**config.mk**
```make
export PLATFORM = sky130hd
export DESIGN_NAME = base64_percent_payload_decoder_top
export DESIGN_NICKNAME = d
export VERILOG_FILES = /design/src/design/bpd_pkg.sv /design/src/design/base64_percent_payload_decoder_top.sv
export VERILOG_INCLUDE_DIRS = /design/src /design/src/design
export SDC_FILE = /design/constraint.sdc
export NUM_CORES = 1
export LEC_CHECK = 0
export BUFFER_PORTS_ARGS = -buffer_cell sky130_fd_sc_hd__buf_2
export CORE_MARGIN = 3
export CORE_UTILIZATION = 41
export DETAILED_ROUTE_END_ITERATION = 8
export PLACE_DENSITY = 0.69
export SLEW_MARGIN = 10
export SYNTH_ARGS = -nofsm -noshare
export SYNTH_HDL_FRONTEND = slang
export SYNTH_SLANG_ARGS = --single-unit
```
**constraint.sdc**
```tcl
create_clock -name clk -period 3.3 [get_ports clk]
set_clock_uncertainty 0.05 [all_clocks]
set_input_delay 0.165 -clock clk [delete_from_list [all_inputs] [get_ports clk]]
set_output_delay 0.165 -clock clk [all_outputs]
set_load 0.005 [all_outputs]
```
**src/design/base64_percent_payload_decoder_top_macros.svh**
```systemverilog
// Assertion macros for the base64 / percent payload decoder.
// Macros expect signals clk and rst_n in the scope where they are used.
// Under SYNTHESIS every macro expands to nothing.
`ifndef BASE64_PERCENT_PAYLOAD_DECODER_TOP_MACROS_SVH
`define BASE64_PERCENT_PAYLOAD_DECODER_TOP_MACROS_SVH
`ifndef SYNTHESIS
// Condition holds at every clock edge out of reset
`define BPD_CHECK(label, cond) \
    label: assert property (@(posedge clk) disable iff (!rst_n) (cond)) \
        else $error("decoder check failed");
// Consequent holds in the cycle after the antecedent
`define BPD_CHECK_NEXT(label, ante, cons) \
    label: assert property (@(posedge clk) disable iff (!rst_n) (ante) |=> (cons)) \
        else $error("decoder sequence check failed");
`else
`define BPD_CHECK(label, cond)
`define BPD_CHECK_NEXT(label, ante, cons)
`endif
`endif

```
**src/design/bpd_pkg.sv**
```systemverilog
// Package for the base64 / percent payload decoder.
// Holds transaction types, codes and character classification functions.
// No dependencies.
package bpd_pkg;

    // Transaction payloads
    typedef struct packed {
        logic [7:0] in_byte;
        logic       end_of_payload;
    } bpd_in_t;

    typedef struct packed {
        logic [7:0] out_byte;
        logic [1:0] status;
        logic       out_last;
    } bpd_out_t;

    // Status codes
    localparam logic [1:0] ST_BYTE = 2'd0;
    localparam logic [1:0] ST_OK   = 2'd1;
    localparam logic [1:0] ST_ERR  = 2'd2;

    // Configuration register indexes
    localparam int unsigned CFG_INDEX_W = 1;
    localparam logic [CFG_INDEX_W-1:0] CFG_DECODE_MODE = 1'd0;
    localparam logic [CFG_INDEX_W-1:0] CFG_MAX_OUTPUT  = 1'd1;
    localparam int unsigned CFG_DATA_W = 24;

    // Decode modes
    localparam logic MODE_PERCENT = 1'b0;
    localparam logic MODE_BASE64  = 1'b1;

    // Counter width and saturation value
    localparam int unsigned COUNT_W = 24;
    localparam logic [COUNT_W-1:0] COUNT_MAX = 24'hFF_FFFF;

    // Special characters
    localparam logic [7:0] CH_PAD     = 8'h3D;
    localparam logic [7:0] CH_PERCENT = 8'h25;

    // Escape digit counts
    localparam logic [1:0] ESC_NONE = 2'd0;
    localparam logic [1:0] ESC_LOW  = 2'd1;
    localparam logic [1:0] ESC_HIGH = 2'd2;

    typedef struct packed {
        logic       ok;
        logic [5:0] val;
    } sextet_t;

    typedef struct packed {
        logic       ok;
        logic [3:0] val;
    } nibble_t;

    // Map a base64 alphabet character to its 6-bit value
    function automatic sextet_t sextet_of(input logic [7:0] c);
        sextet_t r;
        r.ok  = 1'b1;
        r.val = 6'd0;
        if (c >= 8'h41 && c <= 8'h5A) begin
            r.val = 6'(c - 8'h41);
        end
        else if (c >= 8'h61 && c <= 8'h7A) begin
            r.val = 6'(c - 8'h61 + 8'd26);
        end
        else if (c >= 8'h30 && c <= 8'h39) begin
            r.val = 6'(c - 8'h30 + 8'd52);
        end
        else if (c == 8'h2B) begin
            r.val = 6'd62;
        end
        else if (c == 8'h2F) begin
            r.val = 6'd63;
        end
        else begin
            r.ok = 1'b0;
        end
        return r;
    endfunction

    // Map a hex digit (either case) to its 4-bit value
    function automatic nibble_t nibble_of(input logic [7:0] c);
        nibble_t r;
        r.ok  = 1'b1;
        r.val = 4'd0;
        if (c >= 8'h30 && c <= 8'h39) begin
            r.val = 4'(c - 8'h30);
        end
        else if (c >= 8'h61 && c <= 8'h66) begin
            r.val = 4'(c - 8'h61 + 8'd10);
        end
        else if (c >= 8'h41 && c <= 8'h46) begin
            r.val = 4'(c - 8'h41 + 8'd10);
        end
        else begin
            r.ok = 1'b0;
        end
        return r;
    endfunction

    // Whitespace: tab through carriage return, and space
    function automatic logic is_blank(input logic [7:0] c);
        return (c == 8'h20) || (c >= 8'h09 && c <= 8'h0D);
    endfunction

endpackage

```
**src/design/base64_percent_payload_decoder_top.sv**
```systemverilog
// A decoded byte or end status is loaded into the output register in the cycle after
// its input transaction is accepted. Throughput: one input transaction per cycle; the
// input stalls only while the output register is full and stalled downstream.
// Reset: rst_n clears the decode state, the output valid flag and both config registers.
// Holds the whole decoder: config registers, decode state and the output register.
// Depends on bpd_pkg and base64_percent_payload_decoder_top_macros.svh.
`include "base64_percent_payload_decoder_top_macros.svh"

module base64_percent_payload_decoder_top
    import bpd_pkg::*;
(
    input  logic                   clk,
    input  logic                   rst_n,
    // configuration write port
    input  logic                   cfg_we,
    input  logic [CFG_INDEX_W-1:0] cfg_index,
    input  logic [CFG_DATA_W-1:0]  cfg_data,
    // input channel
    input  logic                   in_valid,
    output logic                   in_stall,
    input  bpd_in_t                in_data,
    // output channel
    output logic                   out_valid,
    input  logic                   out_stall,
    output bpd_out_t               out_data
);

    // Configuration registers
    logic               mode_reg;
    logic [COUNT_W-1:0] max_out_reg;

    // Decode state
    logic [11:0]        bit_store_reg, bit_store_next;
    logic [3:0]         bit_fill_reg, bit_fill_next;
    logic               pad_seen_reg, pad_seen_next;
    logic [1:0]         esc_pend_reg, esc_pend_next;
    logic [3:0]         esc_high_reg, esc_high_next;
    logic [COUNT_W-1:0] count_reg, count_next;
    logic               fault_reg, fault_next;

    // Output register
    logic               out_valid_reg, out_valid_next;
    bpd_out_t           out_data_reg, out_data_next;

    // Step signals
    logic               in_accept;
    logic               res_valid;
    bpd_out_t           res;
    logic               emit_req;
    logic [7:0]         emit_byte;
    logic [3:0]         fill_sum;
    logic [7:0]         store_shifted;
    logic [7:0]         chr;
    sextet_t            sext;
    nibble_t            nib;

    assign in_stall  = out_valid_reg && out_stall;
    assign in_accept = in_valid && !in_stall;
    assign chr       = in_data.in_byte;
    assign sext      = sextet_of(chr);
    assign nib       = nibble_of(chr);
    assign fill_sum  = bit_fill_reg + 4'd6;
    assign store_shifted = 8'({bit_store_reg[5:0], sext.val} >> (fill_sum - 4'd8));

    // Decode one transaction and update the state
    always_comb
    begin
        bit_store_next = bit_store_reg;
        bit_fill_next  = bit_fill_reg;
        pad_seen_next  = pad_seen_reg;
        esc_pend_next  = esc_pend_reg;
        esc_high_next  = esc_high_reg;
        count_next     = count_reg;
        fault_next     = fault_reg;
        res_valid      = 1'b0;
        res.out_byte   = 8'd0;
        res.status     = ST_BYTE;
        res.out_last   = 1'b0;
        emit_req       = 1'b0;
        emit_byte      = 8'd0;

        if (in_accept) begin
            if (in_data.end_of_payload) begin
                // report final status and clear the payload state
                res_valid      = 1'b1;
                res.status     = (fault_reg || esc_pend_reg != ESC_NONE) ? ST_ERR : ST_OK;
                res.out_last   = 1'b1;
                bit_store_next = '0;
                bit_fill_next  = '0;
                pad_seen_next  = 1'b0;
                esc_pend_next  = ESC_NONE;
                esc_high_next  = '0;
                count_next     = '0;
                fault_next     = 1'b0;
            end
            else if (!fault_reg) begin
                if (mode_reg == MODE_BASE64) begin
                    if (is_blank(chr)) begin
                        // skip whitespace
                    end
                    else if (chr == CH_PAD) begin
                        pad_seen_next = 1'b1;
                    end
                    else if (pad_seen_reg || !sext.ok) begin
                        fault_next = 1'b1;
                    end
                    else begin
                        // shift in six bits, drain a byte once eight are pending
                        bit_store_next = {bit_store_reg[5:0], sext.val};
                        if (fill_sum >= 4'd8) begin
                            bit_fill_next = fill_sum - 4'd8;
                            emit_req      = 1'b1;
                            emit_byte     = store_shifted;
                        end
                        else begin
                            bit_fill_next = fill_sum;
                        end
                    end
                end
                else begin
                    if (esc_pend_reg != ESC_NONE) begin
                        if (!nib.ok) begin
                            fault_next = 1'b1;
                        end
                        else if (esc_pend_reg >= ESC_HIGH) begin
                            esc_high_next = nib.val;
                            esc_pend_next = ESC_LOW;
                        end
                        else begin
                            esc_pend_next = ESC_NONE;
                            emit_req      = 1'b1;
                            emit_byte     = {esc_high_reg, nib.val};
                        end
                    end
                    else if (chr == CH_PERCENT) begin
                        esc_pend_next = ESC_HIGH;
                    end
                    else begin
                        emit_req  = 1'b1;
                        emit_byte = chr;
                    end
                end
            end
        end

        // Apply the output limit to an emitted byte
        if (emit_req) begin
            if (max_out_reg != '0 && count_reg >= max_out_reg) begin
                fault_next = 1'b1;
            end
            else begin
                res_valid    = 1'b1;
                res.out_byte = emit_byte;
                if (count_reg != COUNT_MAX) begin
                    count_next = count_reg + COUNT_W'(1);
                end
            end
        end
    end

    // Load the output register on a result, drop it once taken
    always_comb
    begin
        out_data_next = out_data_reg;
        if (res_valid) begin
            out_valid_next = 1'b1;
            out_data_next  = res;
        end
        else if (out_stall) begin
            out_valid_next = out_valid_reg;
        end
        else begin
            out_valid_next = 1'b0;
        end
    end

    // Configuration registers
    always_ff @(posedge clk or negedge rst_n)
    begin
        if (!rst_n) begin
            mode_reg    <= MODE_PERCENT;
            max_out_reg <= '0;
        end
        else if (cfg_we) begin
            unique case (cfg_index)
                CFG_DECODE_MODE: mode_reg    <= cfg_data[0];
                CFG_MAX_OUTPUT:  max_out_reg <= cfg_data[COUNT_W-1:0];
                default:         mode_reg    <= mode_reg;
            endcase
        end
    end

    // Decode state and output valid
    always_ff @(posedge clk or negedge rst_n)
    begin
        if (!rst_n) begin
            bit_store_reg <= '0;
            bit_fill_reg  <= '0;
            pad_seen_reg  <= 1'b0;
            esc_pend_reg  <= ESC_NONE;
            esc_high_reg  <= '0;
            count_reg     <= '0;
            fault_reg     <= 1'b0;
            out_valid_reg <= 1'b0;
        end
        else begin
            bit_store_reg <= bit_store_next;
            bit_fill_reg  <= bit_fill_next;
            pad_seen_reg  <= pad_seen_next;
            esc_pend_reg  <= esc_pend_next;
            esc_high_reg  <= esc_high_next;
            count_reg     <= count_next;
            fault_reg     <= fault_next;
            out_valid_reg <= out_valid_next;
        end
    end

    // Output payload, no reset needed
    always_ff @(posedge clk)
    begin
        out_data_reg <= out_data_next;
    end

    assign out_valid = out_valid_reg;
    assign out_data  = out_data_reg;

    // Assertions
    `BPD_CHECK(a_esc_pend_range, esc_pend_reg != 2'd3)
    `BPD_CHECK(a_fill_even_small, !bit_fill_reg[0] && !bit_fill_reg[3])
    `BPD_CHECK_NEXT(a_end_clears, in_accept && in_data.end_of_payload,
        count_reg == '0 && !fault_reg && esc_pend_reg == ESC_NONE && !pad_seen_reg)
    `BPD_CHECK_NEXT(a_end_reports, in_accept && in_data.end_of_payload,
        out_valid_reg && out_data_reg.out_last && out_data_reg.status != ST_BYTE)

endmodule
```
==> results of run 1 <==
## power by group
group | internal (uW) | switching, uW | leakage [uW]
registers | 1100 | 98.9 | 0.000978
logic | 399 | 589 | 0.00181
clock network | 604 | 417 | 0.000155
## through the flow
step	instances	utilization [%]	hold slack, ps
final	888	48.6	5.85
after global placement	867	46.0	329
after detailed placement	867	46.0	350
after CTS	887	48.5	1.30
after floorplan	638	-	-181
after global routing	888	48.6	2.14
## placed cells by master (no fill, tap or decap), types with 9 or more instances in the layout
cell       synthesis  final
and3_1            11     11
inv_1             61     61
nor2_1            39     39
ha_1              42     42
a21oi_1           31     31
a211oi_1           9      9
buf_4              1     21
o2111ai_1         17     17
o211ai_1          10     10
mux2_2            26     26
dfrtp_1           67     67
o21ai_0           15     15
o21ai_1           14     14
nand4_1           16     16
xnor2_1            9      9
nor3_1            13     13
edfxtp_1          11     11
a31oi_1           13     13
clkbuf_16          0     10
nand2_1           41     41
nor4_1            10     10
buf_2              6     51
nand3_1           18     18
a22o_1             9      9
## cell families after synthesis
family	Yosys count	synth area share (%)
and+or+nand+nor	196	18.1
buffers and inverters	86	5.94
DFF	78	34.1
adders and majority gates	42	8.94
xor gates and xnor gates	13	1.94
AOI/OAI and AO/OA	191	24.9
muxes	32	6.05
## routing by layer
metal  GRT usage (%)  vias up  wire length, um
met5               0        -                0
met2            36.6      195             8450
li1                -     2555                -
met3            3.35       47              785
met1            26.2     2632             6960
met4            8.42        0              552
## path summary, 6_finish.rpt
kind | start | to | slack (ps)
max | count_reg[16] | count_reg[4] | 290
min | cfg_data[3] | max_out_reg[3] | 6
max reg2reg | count_reg[16] | count_reg[4] | 290
min reg2reg | bit_fill_reg[2] | bit_fill_reg[2] | 460
max in group asynchronous | rst_n | count_reg[19] | 1780
min in group asynchronous | rst_n | max_out_reg[2] | 500
## timing repair
item | CTS | global route
hold endpoints to repair | 37 | 1
endpoints found under the setup margin | 0 | 0
hold buffers | 4 | 1
resized for setup | 0 | 0
buffers inserted | 0 | 0
## final cells by class
class | count | area, um^2 | share of cell area [%]
Inverter | 63 | 236 | 3.49
Sequential cell | 78 | 2010 | 29.7
Multi-Input combinational cell | 474 | 3530 | 52.1
Clock buffer | 12 | 278 | 4.10
Timing Repair Buffer | 77 | 463 | 6.84
Clock inverter | 4 | 32.5 | 0.481
Tap cell | 180 | 225 | 3.33
==> results by group, run 1 <==
Logic synthesis
  • Cells after Synth: 638
  • Ys Warns: 0
  • Mapped Area: about 0.0059 mm^2
  • Largest cells by area after synthesis: dfrtp_1 (29%), ha_1 (8.9%), edfxtp_1 (5.6%)
  • Top cells by count, synth: dfrtp_1 (67), inv_1 (61), ha_1 (42), nand2_1 (41), nor2_1 (39)
  • Syn nets: approximately 720
  • Async set-reset flop share out of synthesis: 85.9%
  • Area share of the largest cell type after synthesis: between 20 and 30%
  • Most frequent cell after synthesis: dfrtp_1
  • Mean post-synth cell area: 9.21 um^2
  • EDFF count, synth: 11
  • Main synth FF type: dfrtp_1
  • Synth area leader: dfrtp_1
  • #FFs+latches synth: between 70 and 80
  • Sequential area share after synthesis: around a third
  • Netlist cell types: 77

Timing
  • Post-route setup slack: 287 ps
  • Crit path time final: 3010 ps
  • Fin. Hold Viols: 0
  • Worst-Margin Slew: 1040 ps
  • Slew Limit Fails: 0
  • RSZ-0062 raised after global routing: no
  • Final period util: roughly nine tenths
  • Worst slew margin: 30.4%
  • Setup violators final: 0
  • Fmax: 0.332 GHz
  • Final setup TNS: 0 ps

Clock network
  • Clk Latency, worst-skew pair: ~340 ps
  • Sink Count: 78
  • CTS clk-pin slew, worst paths: about 70 ps
  • H-tree Lvls: 3
  • Clock Tree Root: clkbuf_16
  • CTS tree: built
  • Clock tree buffer depth: 2
  • TritonCTS Buffers: 9

Worst setup path
  • CP Depth: 8
  • Cell chain of the critical path: ha_1 -> nand4_1 -> or4_1 -> nor3_1 -> o31ai_2 -> buf_4 -> a31oi_1 -> a22o_1
  • Worst setup EP type: flip-flop
  • Worst-path maximum fanout: 19
  • Nature of the critical path startpoint: flip-flop
  • CP Data Arrival Time: between 3000 and 4000 ps
  • Delay-heaviest family, CP: simple AND/OR/NAND/NOR gates
  • Depth of the most critical reg-to-reg path: 8
  • Critical-path top delay cell: or4_1
  • WP data required: about 3500 ps
  • Worst stage delay on the critical path: 610 ps
  • Crit Path Class: reg2reg
  • Critical path buffers and inverters: 1

Placed design
  • IO Port Bufs: 51
  • Post-Place Cell Area: 0.00641 mm^2
  • Post-place setup slack: 103 ps
  • Final Wtd Congestion: between 0.9 and 1
  • DP HPWL: 12700 um

Routing
  • Vias per cell: 6.11
  • WL/cell: between 15 and 20 um
  • Antenna violation net count after detailed routing: 0
  • Initial drt markers: 419
  • Final wirelength: 16700 um
  • Routed via count: approximately 5.4k
  • # DRC: 0
  • Pre-antenna DRT Iters: 5

Global route
  • Total track usage: 21.1%
  • Vias in the first global route: 5421
  • Grt ovf: 0
  • Largest net degree at the start of global routing: 47
  • First-pass GRT wire length: 27300 um
  • Antenna violations before repair: 0

Floorplanning
  • FP Rows: 43
  • Die height: between 100 and 150 um
  • Die area: 0.0158 mm^2
  • I/O Pins: 52
  • Die width: 126 um
  • Initial cell density of the core: 42.2%
  • Floorplan Core Area: 0.0139 mm^2

Pwr
  • Leakage: 0.00294 uW
  • Worst vdd rail ir drop: 262 uV
  • PwrDens: 473 mW/mm^2
  • Pwr Total: 3200 uW

Cells and area
  • # fillers: 1319
  • # diodes: 0
  • Final Instance Area: 0.00677 mm^2
  • Post-layout nets: 784
  • Layout overhead on the synthesized area: 15.2%
  • Share of cells above drive strength 1: 19.8%

Worst hold path
  • WHS Path Cells: 2
  • Hold Path Class: in2reg

Status
  • Status: completed

Run
  • Maxcap violations: 0
Power figures use the tool's default switching activity.
==> run 2: changes to the inputs <==
--- a/config.mk
+++ b/config.mk
@@ -10,7 +10,7 @@
 export CORE_MARGIN = 3
 export CORE_UTILIZATION = 41
 export DETAILED_ROUTE_END_ITERATION = 8
-export PLACE_DENSITY = 0.69
+export PLACE_DENSITY = 0.58
 export SLEW_MARGIN = 10
 export SYNTH_ARGS = -nofsm -noshare
 export SYNTH_HDL_FRONTEND = slang
==> constraint.sdc (replaced) <==
create_clock -name clk -period 3.8 [get_ports clk]
set_clock_uncertainty 0.05 [all_clocks]
set_input_delay 0.19 -clock clk [delete_from_list [all_inputs] [get_ports clk]]
set_output_delay 0.19 -clock clk [all_outputs]
set_load 0.005 [all_outputs]
==> run 2 against run 1 <==
Effect of this change:
- the run now ends with hold timing left
- sequential power fell by 12%
- sequential share of layout area grew 0.47 points
- power decreased by 13%
- critical path depth is 3 higher
- highest routed layer unchanged
==> results by group, run 2 (same netlist as run 1, synthesis figures left out) <==
Status
  • Status: complete, but fails checks
  • Failing checks: hold timing

Routing
  • Pre-antenna DRT Iters: 5
  • WL/cell: 18.8 um
  • Antenna violation net count after detailed routing: 0
  • # DRC: 0
  • Routed via count: roughly 5.3k
  • Initial drt markers: 318
  • Vias per cell: 6.10
  • Final wirelength: between 15000 and 20000 um

Timing
  • Fin. Hold Viols: 24
  • Worst slew margin: a little under 30%
  • Final setup TNS: 0 ps
  • Post-route setup slack: 663 ps
  • Setup violators final: 0
  • Final period util: 82.6%
  • Final hold slack: -11.5 ps
  • Crit path time final: 3140 ps
  • Fmax: 0.319 GHz
  • RSZ-0062 raised after global routing: no
  • Worst-Margin Slew: ~1100 ps
  • Slew Limit Fails: 0

Global route
  • Vias in the first global route: 5180
  • Total track usage: 21.1%
  • Antenna violations before repair: 0
  • Grt ovf: 0
  • First-pass GRT wire length: 27100 um
  • Largest net degree at the start of global routing: 48

Floorplanning
  • Initial cell density of the core: 42.2%
  • I/O Pins: 52
  • Die width: 126 um
  • Die area: 0.0158 mm^2
  • FP Rows: between 40 and 50
  • Floorplan Core Area: between 0.01 and 0.015 mm^2
  • Die height: 126 um

Worst setup path
  • CP Data Arrival Time: 3320 ps
  • Nature of the critical path startpoint: flip-flop
  • Critical-path top delay cell: dfrtp_1
  • WP data required: roughly 4000 ps
  • Worst stage delay on the critical path: 550 ps
  • Cell chain of the critical path: clkinv_1 -> ha_1 -> xor2_1 -> a311oi_1 -> nand4_1 -> a31o_4 -> a31oi_4 -> buf_4 -> a31oi_1 -> buf_4 -> a22o_1
  • Crit Path Class: reg2reg
  • Worst setup EP type: flip-flop
  • Worst-path maximum fanout: 17
  • Worst path most repeated cell: buf_4

Cells and area
  • Layout overhead on the synthesized area: 13.4%
  • Non-Filler Instances: 875
  • Share of cells above drive strength 1: 19.0%
  • Post-layout nets: 771
  • Commonest cells after routing, fill and taps aside: dfrtp_1 (67), inv_1 (61), buf_2 (51)
  • # diodes: 0
  • Most common cell after layout, fill and taps aside: dfrtp_1
  • Final core utilization: 47.8%

Clock network
  • Sink Count: 78
  • Clock tree buffer depth: 2
  • Clock Tree Root: clkbuf_16
  • CTS tree: built
  • Clk Latency, worst-skew pair: 340 ps
  • CTS clk-pin slew, worst paths: approximately 70 ps
  • Hold Buf Count CTS: 0
  • Post-CTS resize count: 0
  • Setup bufs post-CTS: 0
  • TritonCTS Buffers: 9
  • H-tree Lvls: 3

Placed design
  • Final Wtd Congestion: 0.902
  • IO Port Bufs: between 50 and 60
  • Placed insts: about 860
  • DP HPWL: 12600 um
  • Post-place setup slack: ~540 ps

Run
  • Maxcap violations: 0

Pwr
  • Leakage: 0.00288 uW
  • Worst vdd rail ir drop: 360 uV
  • PwrDens: ~420 mW/mm^2

Worst hold path
  • Hold Path Class: in2async
-- run 2: changes by cell type in the layout (fill, tap and decap cells not counted), sizes merged --
cell	delta
buf	-8
dlygate4sd3	-5
bufinv	+1
clkbuf	-1
-- run 2: power breakdown --
group | total (uW) | switching (uW) | internal, uW
Clock | 917 | 366 | 551
Combinational | 815 | 495 | 321
Sequential | 1050 | 95.1 | 952
-- run 2: layout make-up --
cell class,instances,area (um^2)
fillers,1368,7270
inverters,63,236
repair buffers,64,353
clock buffers,11,253
flip-flops and latches,78,2010
multi-input cells,474,3530
well taps,180,225
clock inverters,5,62.6
-- run 2: stage by stage --
stage | total power [uW] | cell area (um^2)
floorplan | 1610 | 5880
global placement | 1860 | 6350
detailed placement | 1870 | 6350
CTS | 2790 | 6660
global route | 2940 | 6660
finish | 2780 | 6660
-- run 2: final timing paths --
path | to | cells past startpoint | slack [ps] | startpoint
hold / removal | max_out_reg[3] | 1 | -10 | rst_n
max in group asynchronous | bit_store_reg[3] | 2 | 2810 | rst_n
setup / recovery | count_reg[4] | 11 | 660 | bit_fill_reg[1]
hold reg to reg | bit_fill_reg[2] | 1 | 460 | bit_fill_reg[2]
min in group clk | max_out_reg[12] | 2 | 20 | cfg_data[12]
setup reg to reg | count_reg[4] | 11 | 660 | bit_fill_reg[1]
-- run 2: per-layer routing --
metal / track usage, % / vias up / wire [um]
met3: 3.99 / 41 / 731
li1: - / 2526 / -
met2: 36.9 / 170 / 8430
met5: 0 / - / 0
met4: 7.33 / 0 / 466
met1: 26.1 / 2598 / 6850
-- run 2: worst max-delay path, delay by kind of cell, from the launching register on --
family          cells  cell delay, ps
xor+xnor            1             180
flops               1             550
simple gates        1             170
buf+inv             3             750
compound gates      5            1000
fa+ha+maj           1             310
==> run 3: changes to the inputs <==
--- a/config.mk
+++ b/config.mk
@@ -6,11 +6,12 @@
 export SDC_FILE = /design/constraint.sdc
 export NUM_CORES = 1
 export LEC_CHECK = 0
+export ABC_AREA = 1
 export BUFFER_PORTS_ARGS = -buffer_cell sky130_fd_sc_hd__buf_2
 export CORE_MARGIN = 3
 export CORE_UTILIZATION = 41
 export DETAILED_ROUTE_END_ITERATION = 8
-export PLACE_DENSITY = 0.58
+export PLACE_DENSITY = 0.61
 export SLEW_MARGIN = 10
 export SYNTH_ARGS = -nofsm -noshare
 export SYNTH_HDL_FRONTEND = slang
==> constraint.sdc (replaced) <==
create_clock -name clk -period 2.7 [get_ports clk]
set_clock_uncertainty 0.05 [all_clocks]
set_input_delay 0.135 -clock clk [delete_from_list [all_inputs] [get_ports clk]]
set_output_delay 0.135 -clock clk [all_outputs]
set_load 0.005 [all_outputs]
==> run 3 against run 2 <==
Effect of this change:
- hold slack improved by 26 ps
- register-to-register slack got worse by 330 ps
- the run now ends clean
- sequential power grew 50%
- critical path depth is 1 higher
- cell count is 32% higher
- area after synthesis rose by 2.7%
- power rose by 60%
- via count up 9.5%
- core utilization up 3.3 points
- critical endpoint is now out_data[1]
==> results by group, run 3 <==
Status
  • Status: completed

Logic synthesis
  • Mapped Area: 0.00604 mm^2
  • Netlist cell types: 45
  • Synth area leader: dfrtp_1
  • Sequential area share after synthesis: 33.2%
  • Ys Warns: 0
  • Cells after Synth: 873
  • Mean post-synth cell area: slightly below 7 um^2
  • EDFF count, synth: 11
  • Largest cells by area after synthesis: dfrtp_1 (28%), nand2_1 (14%), ha_1 (8.7%)
  • Top cells by count, synth: nand2_1 (230), inv_1 (98), nor2_1 (95), nand3_1 (69), dfrtp_1 (67)
  • Async set-reset flop share out of synthesis: between 80% and 90%
  • Main synth FF type: dfrtp_1
  • Most frequent cell after synthesis: nand2_1
  • Area share of the largest cell type after synthesis: 27.8%
  • Syn nets: approximately 950
  • #FFs+latches synth: 78

Routing
  • DR top layer: met4
  • Routed via count: 5842
  • Final wirelength: 16000 um
  • # DRC: 0
  • Detail Route met2 WL: 6480 um
  • Pre-antenna DRT Iters: 5
  • Antenna violation net count after detailed routing: 0
  • WL met3: 743 um
  • Vias per cell: around 5.1
  • M1 WL: 8540 um
  • WL/cell: 13.9 um
  • Initial drt markers: 439

Clock network
  • CTS tree: built
  • TritonCTS Buffers: 9
  • Clk Latency, worst-skew pair: 340 ps
  • Setup bufs post-CTS: 0
  • Sink Count: 78
  • CTS clk-pin slew, worst paths: about 60 ps
  • Clock tree buffer depth: 2
  • Clock Tree Root: clkbuf_16
  • H-tree Lvls: 3

Floorplanning
  • Floorplan Core Area: between 0.01 and 0.015 mm^2
  • Initial cell density of the core: 42.7%
  • Die height: 127 um
  • FP Rows: 43
  • Die area: 0.0162 mm^2
  • Die width: 127 um
  • I/O Pins: 52

Global route
  • Grt ovf: 0
  • Vias in the first global route: 5206
  • Antenna violations before repair: 0
  • Largest net degree at the start of global routing: between 60 and 70
  • Total track usage: 20.4%
  • First-pass GRT wire length: 26700 um

Cells and area
  • Most common cell after layout, fill and taps aside: nand2_1
  • Commonest cells after routing, fill and taps aside: nand2_1 (230), inv_1 (98), nor2_1 (95)
  • # diodes: 0
  • Post-layout nets: 1050
  • Non-Filler Instances: 1154
  • Share of cells above drive strength 1: 13.8%
  • Layout overhead on the synthesized area: 19.9%

Run
  • Maxcap violations: 0

Worst hold path
  • Hold Path Class: in2reg

Placed design
  • DP HPWL: around 12000 um
  • Final Wtd Congestion: 0.951
  • IO Port Bufs: 51
  • Placed insts: 1116

Timing
  • RSZ-0062 raised after global routing: no
  • Fin. Hold Viols: 0
  • Fmax: 0.422 GHz
  • Final period util: 87.8%
  • Worst slew margin: between 40% and 50%
  • Worst-Margin Slew: 864 ps
  • Slew Limit Fails: 0
  • Final setup TNS: 0 ps
  • Final hold slack: 14.7 ps
  • Setup violators final: 0
  • Crit path time final: 2370 ps

Worst setup path
  • WP data required: 2750 ps
  • Worst setup EP type: flip-flop
  • Worst-path maximum fanout: 5
  • CP Data Arrival Time: roughly 2400 ps
  • Nature of the critical path startpoint: flip-flop
  • Crit Path Class: reg2reg

Pwr
  • Pwr Total: ~4400 uW
  • PwrDens: 614 mW/mm^2
  • Leakage: 0.00372 uW
  • Worst vdd rail ir drop: 312 uV
-- run 3: cell types whose count changed in the layout (fill, tap and decap cells not counted), moves of 22 or more --
cell and delta:
mux2_2 -26, nand2_1 +189, inv_1 +37, buf_4 +22, nor2_1 +56, o21ai_0 +48, nand3_1 +51, dlygate4sd3_1 +22
a21oi_1 +26
-- run 3: final timing paths --
check | start | to | slack [ps] | cells past startpoint
worst min register to register | esc_pend_reg[0] | esc_pend_reg[0] | 440 | 2
worst max-delay path | count_reg[22] | out_data[1] | 330 | 12
worst min-delay path | cfg_data[14] | max_out_reg[14] | 10 | 3
max in group asynchronous | rst_n | bit_store_reg[4] | 1550 | 3
worst max register to register | count_reg[22] | out_data[1] | 330 | 12
min in group asynchronous | rst_n | count_reg[7] | 490 | 3
-- run 3: per-stage QoR --
step	instance area, um^2	worst slack, ps	util (%)
floorplan	6040	181	-
global placement	6680	221	47.2
detailed placement	6680	167	47.2
CTS	7230	167	51.1
global route	7240	16.3	51.1
finish	7240	329	51.1
-- run 3: kinds of logic after synthesis --
logic type                 Yosys count  synth area share, %
AOI/OAI and AO/OA                  154                 13.7
and+or+nand+nor                    443                 32.0
DFF                                 78                 33.2
adders and majority gates           42                 8.70
xor gates and xnor gates            25                 3.63
buffers and inverters              131                 8.70
-- run 3: cell type report --
type / instances / area, um^2
clock inverters: 5 / 82.6
well taps: 180 / 225
clock buffers: 11 / 243
repair buffers: 110 / 769
fillers: 1378 / 6910
multi-input cells: 664 / 3510
inverters: 106 / 399
flip-flops and latches: 78 / 2010
-- run 3: worst max-delay path, stage by stage (launching register included) --
cell and delay, ps:
dfrtp_1 460, ha_1 310, nand2_1 60, inv_1 50, nand3_1 90, nor3_2 180
nand3_1 80, or2_0 220, nand4_1 100, nand2_1 120, nand3_4 110, nand2_1 120
buf_4 180
-- run 3: timing repair --
action,CTS,global route
gates resized for setup,0,2
setup endpoints to repair,0,36
hold buffers,22,0
hold endpoints to repair,89,0
-- run 3: routing by layer --
layer,up-vias,GRT usage [%]
li1,3049,-
met1,2634,32.9
met2,139,28.2
met3,20,2.59
met4,0,5.87
met5,-,0
-- run 3: power breakdown --
group / internal (uW) / leakage [uW] / switching (uW) / total, uW
Combinational: 590 / 0.00261 / 968 / 1560
Sequential: 1390 / 0.000945 / 178 / 1570
Clock: 836 / 0.000160 / 482 / 1320
Total: 2810 / 0.00372 / 1630 / 4440
